[src/rtl/core/cls_pkg.sv]
// Package for the command line splitter: sizes, character codes, result kinds,
// controller states and the command/status structs between controller and datapath.
// No dependencies.
package cls_pkg;

	// Backslash run capacity and argument count limit
	localparam int BS_MAX  = 32;
	localparam int ARG_MAX = 255;
	localparam int ARG_CAP = (ARG_MAX < 255) ? ARG_MAX : 255;

	// Widths of the input byte, the backslash counter and the argument count
	localparam int CH_W   = 8;
	localparam int PEND_W = 6;
	localparam int ARGS_W = 8;

	localparam logic [PEND_W-1:0] BS_MAX_V  = PEND_W'(BS_MAX);
	localparam logic [ARGS_W-1:0] ARG_CAP_V = ARGS_W'(ARG_CAP);

	// Character codes
	localparam logic [CH_W-1:0] CH_NUL   = 8'h00;
	localparam logic [CH_W-1:0] CH_SPACE = 8'h20;
	localparam logic [CH_W-1:0] CH_TAB   = 8'h09;
	localparam logic [CH_W-1:0] CH_QUOTE = 8'h22;
	localparam logic [CH_W-1:0] CH_BSL   = 8'h5C;

	// Result kinds
	typedef enum logic [1:0] {
		KIND_CHAR = 2'd0,
		KIND_END  = 2'd1,
		KIND_DONE = 2'd2
	} kind_t;

	// Controller states
	typedef enum logic {
		ST_IDLE,
		ST_EMIT
	} cls_state_t;

	// Commands from controller to datapath
	typedef struct packed {
		logic accept;
		logic emit;
	} cls_cmd_t;

	// Status from datapath to controller
	typedef struct packed {
		logic load_work;
		logic final_step;
		logic out_valid;
	} cls_status_t;

endpackage

[src/rtl/core/cls_in_if.sv]
// Input channel of the command line splitter: one command-line byte per item.
// Depends on cls_pkg.
interface cls_in_if;
	import cls_pkg::*;

	logic            valid;
	logic            ready;
	logic [CH_W-1:0] ch;

	modport source (output valid, output ch, input ready);
	modport sink   (input valid, input ch, output ready);

endinterface

[src/rtl/core/cls_out_if.sv]
// Result channel of the command line splitter: argument bytes, end marks, line done.
// Depends on cls_pkg.
interface cls_out_if;
	import cls_pkg::*;

	logic              valid;
	logic              ready;
	logic [CH_W-1:0]   out_char;
	logic [1:0]        kind;
	logic [ARGS_W-1:0] arg_count;
	logic              overflow;
	logic              last;

	modport source (output valid, output out_char, output kind, output arg_count,
		output overflow, output last, input ready);
	modport sink   (input valid, input out_char, input kind, input arg_count,
		input overflow, input last, output ready);

endinterface

[src/rtl/core/cls_ctrl.sv]
// Controller of the command line splitter: decides when an item is taken and
// when the datapath emits a result. Depends on cls_pkg.
module cls_ctrl (
	input  logic                 clk,
	input  logic                 arst_n,
	input  logic                 in_valid,
	output logic                 in_ready,
	input  logic                 out_ready,
	input  cls_pkg::cls_status_t status,
	output cls_pkg::cls_cmd_t    cmd
);
	import cls_pkg::*;

	cls_state_t state_q;
	cls_state_t state_nxt;
	logic       slot_free;

	assign slot_free = !status.out_valid || out_ready;

	// Issue commands: emit when the output register frees, take the next item
	// when idle or while the last result of the current item leaves
	always_comb begin
		cmd.emit   = (state_q == ST_EMIT) && slot_free;
		in_ready   = (state_q == ST_IDLE) || (cmd.emit && status.final_step);
		cmd.accept = in_valid && in_ready;
	end

	// Next state
	always_comb begin
		state_nxt = state_q;
		unique case (state_q)
			ST_IDLE: begin
				if (cmd.accept && status.load_work) begin
					state_nxt = ST_EMIT;
				end
			end
			ST_EMIT: begin
				if (cmd.emit && status.final_step) begin
					state_nxt = (cmd.accept && status.load_work) ? ST_EMIT : ST_IDLE;
				end
			end
			default: state_nxt = ST_IDLE;
		endcase
	end

	always_ff @(posedge clk or negedge arst_n) begin
		if (!arst_n) begin
			state_q <= ST_IDLE;
		end else begin
			state_q <= state_nxt;
		end
	end

endmodule

[src/rtl/core/cls_dp.sv]
// Datapath of the command line splitter: parse state, per-item emission plan
// and the output register. Depends on cls_pkg.
module cls_dp (
	input  logic                      clk,
	input  logic                      arst_n,
	input  logic [cls_pkg::CH_W-1:0]  ch,
	input  cls_pkg::cls_cmd_t         cmd,
	output cls_pkg::cls_status_t      status,
	input  logic                      out_ready,
	output logic                      out_valid,
	output logic [cls_pkg::CH_W-1:0]  out_char,
	output logic [1:0]                kind,
	output logic [cls_pkg::ARGS_W-1:0] arg_count,
	output logic                      overflow,
	output logic                      last
);
	import cls_pkg::*;

	// Parse state
	logic              quoted_q;
	logic              inside_q;
	logic [PEND_W-1:0] pend_q;
	logic [ARGS_W-1:0] args_q;
	logic              ovf_q;

	// Emission plan of the current item
	logic [PEND_W-1:0] cnt_q;
	logic              char_f_q;
	logic              end_f_q;
	logic              done_f_q;
	logic [CH_W-1:0]   ch_q;

	// Output register
	logic              out_valid_q;
	logic [CH_W-1:0]   out_char_q;
	logic [1:0]        kind_q;
	logic [ARGS_W-1:0] arg_count_q;
	logic              overflow_q;
	logic              last_q;

	// Plan for the incoming byte
	logic [PEND_W-1:0] nxt_cnt;
	logic              nxt_char;
	logic              nxt_end;
	logic              nxt_done;
	logic              nxt_quoted;
	logic              nxt_inside;
	logic [PEND_W-1:0] nxt_pend;
	logic              set_ovf;

	logic [ARGS_W-1:0] args_inc;
	logic [1:0]        flag_cnt;
	logic              has_work;

	// Decode the incoming byte against the current parse state
	always_comb begin
		nxt_cnt    = '0;
		nxt_char   = 1'b0;
		nxt_end    = 1'b0;
		nxt_done   = 1'b0;
		nxt_quoted = quoted_q;
		nxt_inside = inside_q;
		nxt_pend   = pend_q;
		set_ovf    = 1'b0;
		priority if (ch == CH_NUL) begin
			if (inside_q) begin
				nxt_cnt = pend_q;
				nxt_end = 1'b1;
			end
			nxt_done   = 1'b1;
			nxt_quoted = 1'b0;
			nxt_inside = 1'b0;
			nxt_pend   = '0;
		end else if (ch == CH_SPACE || ch == CH_TAB) begin
			if (inside_q) begin
				nxt_cnt  = pend_q;
				nxt_pend = '0;
				if (quoted_q) begin
					nxt_char = 1'b1;
				end else begin
					nxt_end    = 1'b1;
					nxt_inside = 1'b0;
					nxt_quoted = 1'b0;
				end
			end
		end else if (ch == CH_BSL) begin
			nxt_inside = 1'b1;
			if (pend_q < BS_MAX_V) begin
				nxt_pend = pend_q + 1'b1;
			end else begin
				set_ovf = 1'b1;
			end
		end else if (ch == CH_QUOTE) begin
			nxt_inside = 1'b1;
			nxt_cnt    = pend_q >> 1;
			nxt_char   = pend_q[0];
			nxt_quoted = pend_q[0] ? quoted_q : !quoted_q;
			nxt_pend   = '0;
		end else begin
			nxt_inside = 1'b1;
			nxt_cnt    = pend_q;
			nxt_char   = 1'b1;
			nxt_pend   = '0;
		end
	end

	// Status toward the controller
	always_comb begin
		args_inc = (args_q < ARG_CAP_V) ? args_q + 1'b1 : args_q;
		flag_cnt = {1'b0, char_f_q} + {1'b0, end_f_q} + {1'b0, done_f_q};
		has_work = (cnt_q != '0) || (flag_cnt != 2'd0);
		status.load_work  = (nxt_cnt != '0) || nxt_char || nxt_end || nxt_done;
		status.final_step = ((cnt_q == PEND_W'(1)) && (flag_cnt == 2'd0))
			|| ((cnt_q == '0) && (flag_cnt == 2'd1));
		status.out_valid  = out_valid_q;
	end

	// Control state: parse state, plan and output valid
	always_ff @(posedge clk or negedge arst_n) begin
		if (!arst_n) begin
			quoted_q    <= 1'b0;
			inside_q    <= 1'b0;
			pend_q      <= '0;
			args_q      <= '0;
			ovf_q       <= 1'b0;
			cnt_q       <= '0;
			char_f_q    <= 1'b0;
			end_f_q     <= 1'b0;
			done_f_q    <= 1'b0;
			out_valid_q <= 1'b0;
		end else begin
			// Retire one step of the plan
			if (cmd.emit) begin
				out_valid_q <= 1'b1;
				if (cnt_q != '0) begin
					cnt_q <= cnt_q - 1'b1;
				end else if (char_f_q) begin
					char_f_q <= 1'b0;
				end else if (end_f_q) begin
					end_f_q <= 1'b0;
					args_q  <= args_inc;
				end else begin
					done_f_q <= 1'b0;
					args_q   <= '0;
					ovf_q    <= 1'b0;
				end
			end else if (out_ready) begin
				out_valid_q <= 1'b0;
			end
			// Load the plan of a new item and advance the parse state
			if (cmd.accept) begin
				cnt_q    <= nxt_cnt;
				char_f_q <= nxt_char;
				end_f_q  <= nxt_end;
				done_f_q <= nxt_done;
				quoted_q <= nxt_quoted;
				inside_q <= nxt_inside;
				pend_q   <= nxt_pend;
				if (set_ovf) begin
					ovf_q <= 1'b1;
				end
			end
		end
	end

	// Payload: input byte and output register
	always_ff @(posedge clk) begin
		if (cmd.accept) begin
			ch_q <= ch;
		end
		if (cmd.emit) begin
			overflow_q <= ovf_q;
			last_q     <= status.final_step;
			if (cnt_q != '0) begin
				out_char_q  <= CH_BSL;
				kind_q      <= KIND_CHAR;
				arg_count_q <= args_q;
			end else if (char_f_q) begin
				out_char_q  <= ch_q;
				kind_q      <= KIND_CHAR;
				arg_count_q <= args_q;
			end else if (end_f_q) begin
				out_char_q  <= '0;
				kind_q      <= KIND_END;
				arg_count_q <= args_inc;
			end else begin
				out_char_q  <= '0;
				kind_q      <= KIND_DONE;
				arg_count_q <= args_q;
			end
		end
	end

	assign out_valid = out_valid_q;
	assign out_char  = out_char_q;
	assign kind      = kind_q;
	assign arg_count = arg_count_q;
	assign overflow  = overflow_q;
	assign last      = last_q;

	// Emit only while the plan holds work
	a_emit_has_work: assert property (@(posedge clk) disable iff (!arst_n)
		cmd.emit |-> has_work)
		else $error("emit with an empty plan");

	// A new item is loaded only once the plan is used up
	a_accept_plan_done: assert property (@(posedge clk) disable iff (!arst_n)
		cmd.accept |-> (!has_work || (cmd.emit && status.final_step)))
		else $error("item taken while results remain");

	// Backslash counter never passes its capacity
	a_pend_bound: assert property (@(posedge clk) disable iff (!arst_n)
		pend_q <= BS_MAX_V)
		else $error("backslash counter beyond capacity");

	// Terminator clears quoting and the pending run
	a_term_clears: assert property (@(posedge clk) disable iff (!arst_n)
		(cmd.accept && ch == CH_NUL) |=> (!quoted_q && !inside_q && pend_q == '0))
		else $error("terminator left parse state behind");

	// Argument count stays within its cap
	a_args_cap: assert property (@(posedge clk) disable iff (!arst_n)
		args_q <= ARG_CAP_V)
		else $error("argument count beyond cap");

endmodule

[src/rtl/core/command_line_splitter.sv]
// Command line splitter: splits a byte stream of command lines into arguments.
// Top level; depends on cls_pkg, cls_in_if, cls_out_if, cls_ctrl and cls_dp.
//
// Usage:
//   cmd carries one command-line byte per item (ch); byte 0 ends the line.
//   res carries results: an argument byte (kind 0), an end-of-argument mark
//   (kind 1) or a line-finished mark (kind 2), each with the running argument
//   count and the backslash overflow flag of the line; last marks the final
//   result caused by one input byte. A byte may cause no result at all
//   (a backslash, or a separator between arguments).
// Sequencing: the results of a taken byte are planned in a register and then
//   move into the single output register, one result per cycle while res is
//   taken. A byte that ends a backslash run causes up to the run length plus
//   two results. Plain argument bytes stream at one item per cycle while res
//   is taken; the next byte is taken in the cycle its predecessor's last
//   result moves into the output register.
// Reset: arst_n clears the parse state, the argument count and the output
//   valid; the block is ready for a new line at once.
// Stall: when res is not taken, the output register holds its result and
//   the block stops taking bytes until the remaining results can move.
module command_line_splitter (
	input  logic      clk,
	input  logic      arst_n,
	cls_in_if.sink    cmd,
	cls_out_if.source res
);
	import cls_pkg::*;

	cls_cmd_t    ctrl_cmd;
	cls_status_t dp_status;

	// Sequence items and results
	cls_ctrl u_ctrl (
		.clk       (clk),
		.arst_n    (arst_n),
		.in_valid  (cmd.valid),
		.in_ready  (cmd.ready),
		.out_ready (res.ready),
		.status    (dp_status),
		.cmd       (ctrl_cmd)
	);

	// Parse bytes and hold results
	cls_dp u_dp (
		.clk       (clk),
		.arst_n    (arst_n),
		.ch        (cmd.ch),
		.cmd       (ctrl_cmd),
		.status    (dp_status),
		.out_ready (res.ready),
		.out_valid (res.valid),
		.out_char  (res.out_char),
		.kind      (res.kind),
		.arg_count (res.arg_count),
		.overflow  (res.overflow),
		.last      (res.last)
	);

endmodule

[src/flat_wrapper.sv]
// flat-port wrapper written by rule: the top's interface ports become plain ports
module command_line_splitter_flat import cls_pkg::*;
  (clk, arst_n, cmd_valid, cmd_ch, cmd_ready, res_valid, res_out_char, res_kind, res_arg_count, res_overflow, res_last, res_ready);
  cls_in_if cmd_i ();
  cls_out_if res_i ();
  input  logic clk;
  input  logic arst_n;
  input wire logic [$bits(cmd_i.valid)-1:0] cmd_valid;
  input wire logic [$bits(cmd_i.ch)-1:0] cmd_ch;
  output wire logic [$bits(cmd_i.ready)-1:0] cmd_ready;
  output wire logic [$bits(res_i.valid)-1:0] res_valid;
  output wire logic [$bits(res_i.out_char)-1:0] res_out_char;
  output wire logic [$bits(res_i.kind)-1:0] res_kind;
  output wire logic [$bits(res_i.arg_count)-1:0] res_arg_count;
  output wire logic [$bits(res_i.overflow)-1:0] res_overflow;
  output wire logic [$bits(res_i.last)-1:0] res_last;
  input wire logic [$bits(res_i.ready)-1:0] res_ready;
  assign cmd_i.valid = cmd_valid;
  assign cmd_i.ch = cmd_ch;
  assign cmd_ready = cmd_i.ready;
  assign res_valid = res_i.valid;
  assign res_out_char = res_i.out_char;
  assign res_kind = res_i.kind;
  assign res_arg_count = res_i.arg_count;
  assign res_overflow = res_i.overflow;
  assign res_last = res_i.last;
  assign res_i.ready = res_ready;
  command_line_splitter u_core (.clk(clk), .arst_n(arst_n), .cmd(cmd_i), .res(res_i));
endmodule
[config.mk]
export PLATFORM = sky130hd
export DESIGN_NAME = command_line_splitter_flat
export DESIGN_NICKNAME = d
export VERILOG_FILES = /design/src/rtl/core/cls_pkg.sv /design/src/rtl/core/cls_in_if.sv /design/src/rtl/core/cls_out_if.sv /design/src/rtl/core/cls_ctrl.sv /design/src/rtl/core/cls_dp.sv /design/src/rtl/core/command_line_splitter.sv /design/src/flat_wrapper.sv
export SDC_FILE = /design/constraint.sdc
export NUM_CORES = 1
export LEC_CHECK = 0
export BUFFER_PORTS_ARGS = -buffer_cell sky130_fd_sc_hd__clkbuf_2
export CAP_MARGIN = 20
export CORE_MARGIN = 2
export CORE_UTILIZATION = 44
export DETAILED_ROUTE_END_ITERATION = 8
export PLACE_DENSITY = 0.76
export SLEW_MARGIN = 5
export SYNTH_ARGS = -nofsm -noshare
export SYNTH_HDL_FRONTEND = slang
export SYNTH_SLANG_ARGS = --single-unit
[constraint.sdc]
create_clock -name clk -period 2.45 [get_ports clk]
set_input_delay 0 -clock clk [delete_from_list [all_inputs] [get_ports clk]]
set_output_delay 0 -clock clk [all_outputs]
set_load 0.05 [all_outputs]
==> run metrics <==
outcome=finished, final reports clean; CP Max Fanout=2; Peak VDD IR=0.6769 mV; final setup fails=0; gr ovfl total=0; share of cells above drive strength 1=0.1724; fin crit period=2261 ps; crit path launch=u_core.u_dp.char_f_q; Synth Warn #=0; R2R Setup Slk=200 ps; Unique masters post-synth=46; Critical Path RT=2450 ps; fin crit share=0.9228; first-pass GRT wire length=9.749 mm; Hold Violations, Final=0; GP Congestion=0.8600; core area=0.006277 mm2; DR vias=2,183; main combinational cell family by area after synthesis=simple AND/OR/NAND/NOR gates; Pre-antenna DRT Iters=5; Top Ports=34; max_slew headroom=0.4806; Top FF cell, synth=edfxtp_1; TritonCTS Sinks=56; Final ANT Viol Nets=0; simple-gate share of the synthesized area=0.1972; Non-Filler Instances=396; H-tree Lvls=2; cell area power density=871.9 mW/mm2; drt total wl=5.767 mm; post-synthesis sequential area ratio=0.5483; CTS Buffer Depth=2; Post-Synthesis Cells=273; maxcap violations=0; antenna violations before repair=0; die width=83.94 um; cell area after synthesis=0.002811 mm2; TritonCTS Buffers=5; leakage power=0.001353 uW; gr usage total=0.1710; Core Util, Final=0.5222; Post-synth ARST share=0.5000; Min-Delay Path Class=input pin to register; Power Total=2858 uW; EDFF count, synth=28; Yosys top cell by area=edfxtp_1; Yosys top cell area share=0.2991; Placed Instances=379; largest net degree at the start of global routing=29; DRC=0; cells on worst reg2reg path=8; Adder-Cell Fraction of Synth Area=0.02492; RSZ-0062 raised after global routing=false; Worst Setup EP=cmd_ready; Synth area leaders=edfxtp_1, dfrtp_1, nand2_1, o21ai_0, a21oi_1; count leader, synth=nand2_1; post-route cell area=0.003278 mm2; Max Transition Viols Final=0; Final Skew=7.165 ps; vias in the first global route=2,135; Die ar.=0.007045 mm2; Reg clk slew, reported paths=100 ps; diode count=0; Slew @ Worst Pin=778.2 ps; row cnt=29; fmax=0.4423 GHz; post-synthesis mux area share=0.02581; synth-to-layout area growth=16.60%; DIE HEIGHT=83.94 um; WP data arrival=2260 ps; CP Launch Type=register; xor and xnor area share after synthesis=0.02804; reg2reg end=u_core.u_dp.pend_q[5]; Worst-Skew Late Latency=310 ps; Mean Syn Cell Area=10.30 um2; # port buffers=33; Synth Area in Compound Gates=0.1397; CTS tree=built; Mapped Nets=290; layout net count=335; crit end category=output port; Detailed Place HPWL=4.139 mm; R2R Path Start=u_core.u_dp.char_f_q; Initial DRC Count=111; clock root cell=clkbuf_8; Synth Register Bits=56; initial core utilization=0.4479; critical path class=register to output port; DP Area=0.003092 mm2; commonest cells in the synthesized netlist=nand2_1, dfrtp_1, edfxtp_1, o21ai_0, a21oi_1; post-DR wirelength/cell=14.56 um; setup TNS=0 ps; post-DR vias/cell=5.513
-- per-stage QoR --
step                hold WS [ps]  worst slack, ps
finish                     6.685            189.1
global route               20.47            57.01
CTS                       0.3810            69.35
detailed placement         99.23            96.89
global placement           86.37            167.6
floorplan                 -295.6            144.7
-- per-layer routing --
layer	wire (um)	track usage	vias to the layer above
met1	2508	0.2124	1016
li1	-	-	1098
met5	0	0	-
met3	226	0.02967	9
met4	86	0.06305	0
met2	2946	0.2982	60
-- power breakdown --
group,internal (uW),leakage [uW],switching (uW)
combinational,357,0.000694,617
sequential,1200,0.000617,174
clock,204,0.0000414,310
total,1760,0.00135,1100
-- cell usage in the layout (no fill, tap or decap), drive strengths merged, types with 4 or more instances in the layout --
cell type	netlist	final
dlygate4sd3	0	9
buf	1	9
and3	8	8
a31oi	4	4
a21oi	17	17
xnor2	5	5
nor3	12	12
dfrtp	28	28
inv	14	14
nand2	32	32
xor2	4	4
nand4	7	7
mux2i	5	5
o22ai	6	6
edfxtp	28	28
nor2	11	11
o21ai	19	19
nand3	13	13
ha	4	4
clkbuf	12	39
-- critical path, cell delays in order (launching register included) --
cell and delay [ps]:
dfrtp_1 350, inv_1 70, fa_1 550, mux2_2 340
and3_1 200, a21o_1 200, clkbuf_2 240
-- how the worst min path moves through the flow --
| stage | from | to | slack, ps | cells past startpoint |
|---|---|---|---|---|
| 3_5_place_dp | arst_n | u_core.u_dp.cnt_q[2] | 100 | 1 |
| 5_1_grt | cmd_ch[5] | u_core.u_dp.ch_q[5] | 20 | 1 |
| 4_1_cts | cmd_ch[5] | u_core.u_dp.ch_q[5] | 0.4 | 1 |
| 3_3_place_gp | arst_n | u_core.u_dp.cnt_q[2] | 90 | 1 |
| 2_1_floorplan | arst_n | u_core.u_ctrl.state_q | -300 | 0 |
| 6_report | cmd_ch[5] | u_core.u_dp.ch_q[5] | 7 | 1 |
-- final cells by class --
class                      count  area [um2]
fill                         558        2999
sequential                    56        1541
multi-input combinational    190        1176
timing repair buffer          51       322.8
tap                           77       96.34
clock buffer                   6       72.57
inverter                      14       52.55
clock inverter                 2       16.27
-- kinds of logic (layout without fill, tap and decap cells) --
| family | Yosys count | count (layout) |
|---|---|---|
| XOR/XNOR | 9 | 9 |
| flip-flops | 56 | 56 |
| multiplexers | 7 | 7 |
| AND/OR/NAND/NOR | 105 | 105 |
| AO/OA/AOI/OAI | 64 | 64 |
| buffers and inverters | 27 | 73 |
| adder cells (fa/ha/maj) | 5 | 5 |
-- state kept, by name, indices dropped and copies added, names as in the netlist, 2 cells and up --
name and flops:
u_core.u_dp.pend_q 6, u_core.u_dp.args_q 8, u_core.u_dp.kind 2, u_core.u_dp.cnt_q 6
u_core.u_dp.arg_count 8, u_core.u_dp.ch_q 8, u_core.u_dp.out_char 8
-- repair_timing --
| item | in CTS | in global routing |
|---|---|---|
| endpoints found under the hold margin | 36 | 0 |
| buffers inserted | 0 | 0 |
| resized for setup | 0 | 1 |
| hold buffers | 9 | 0 |
| setup endpoints to repair | 0 | 1 |
(Power assumes the default switching activity.)
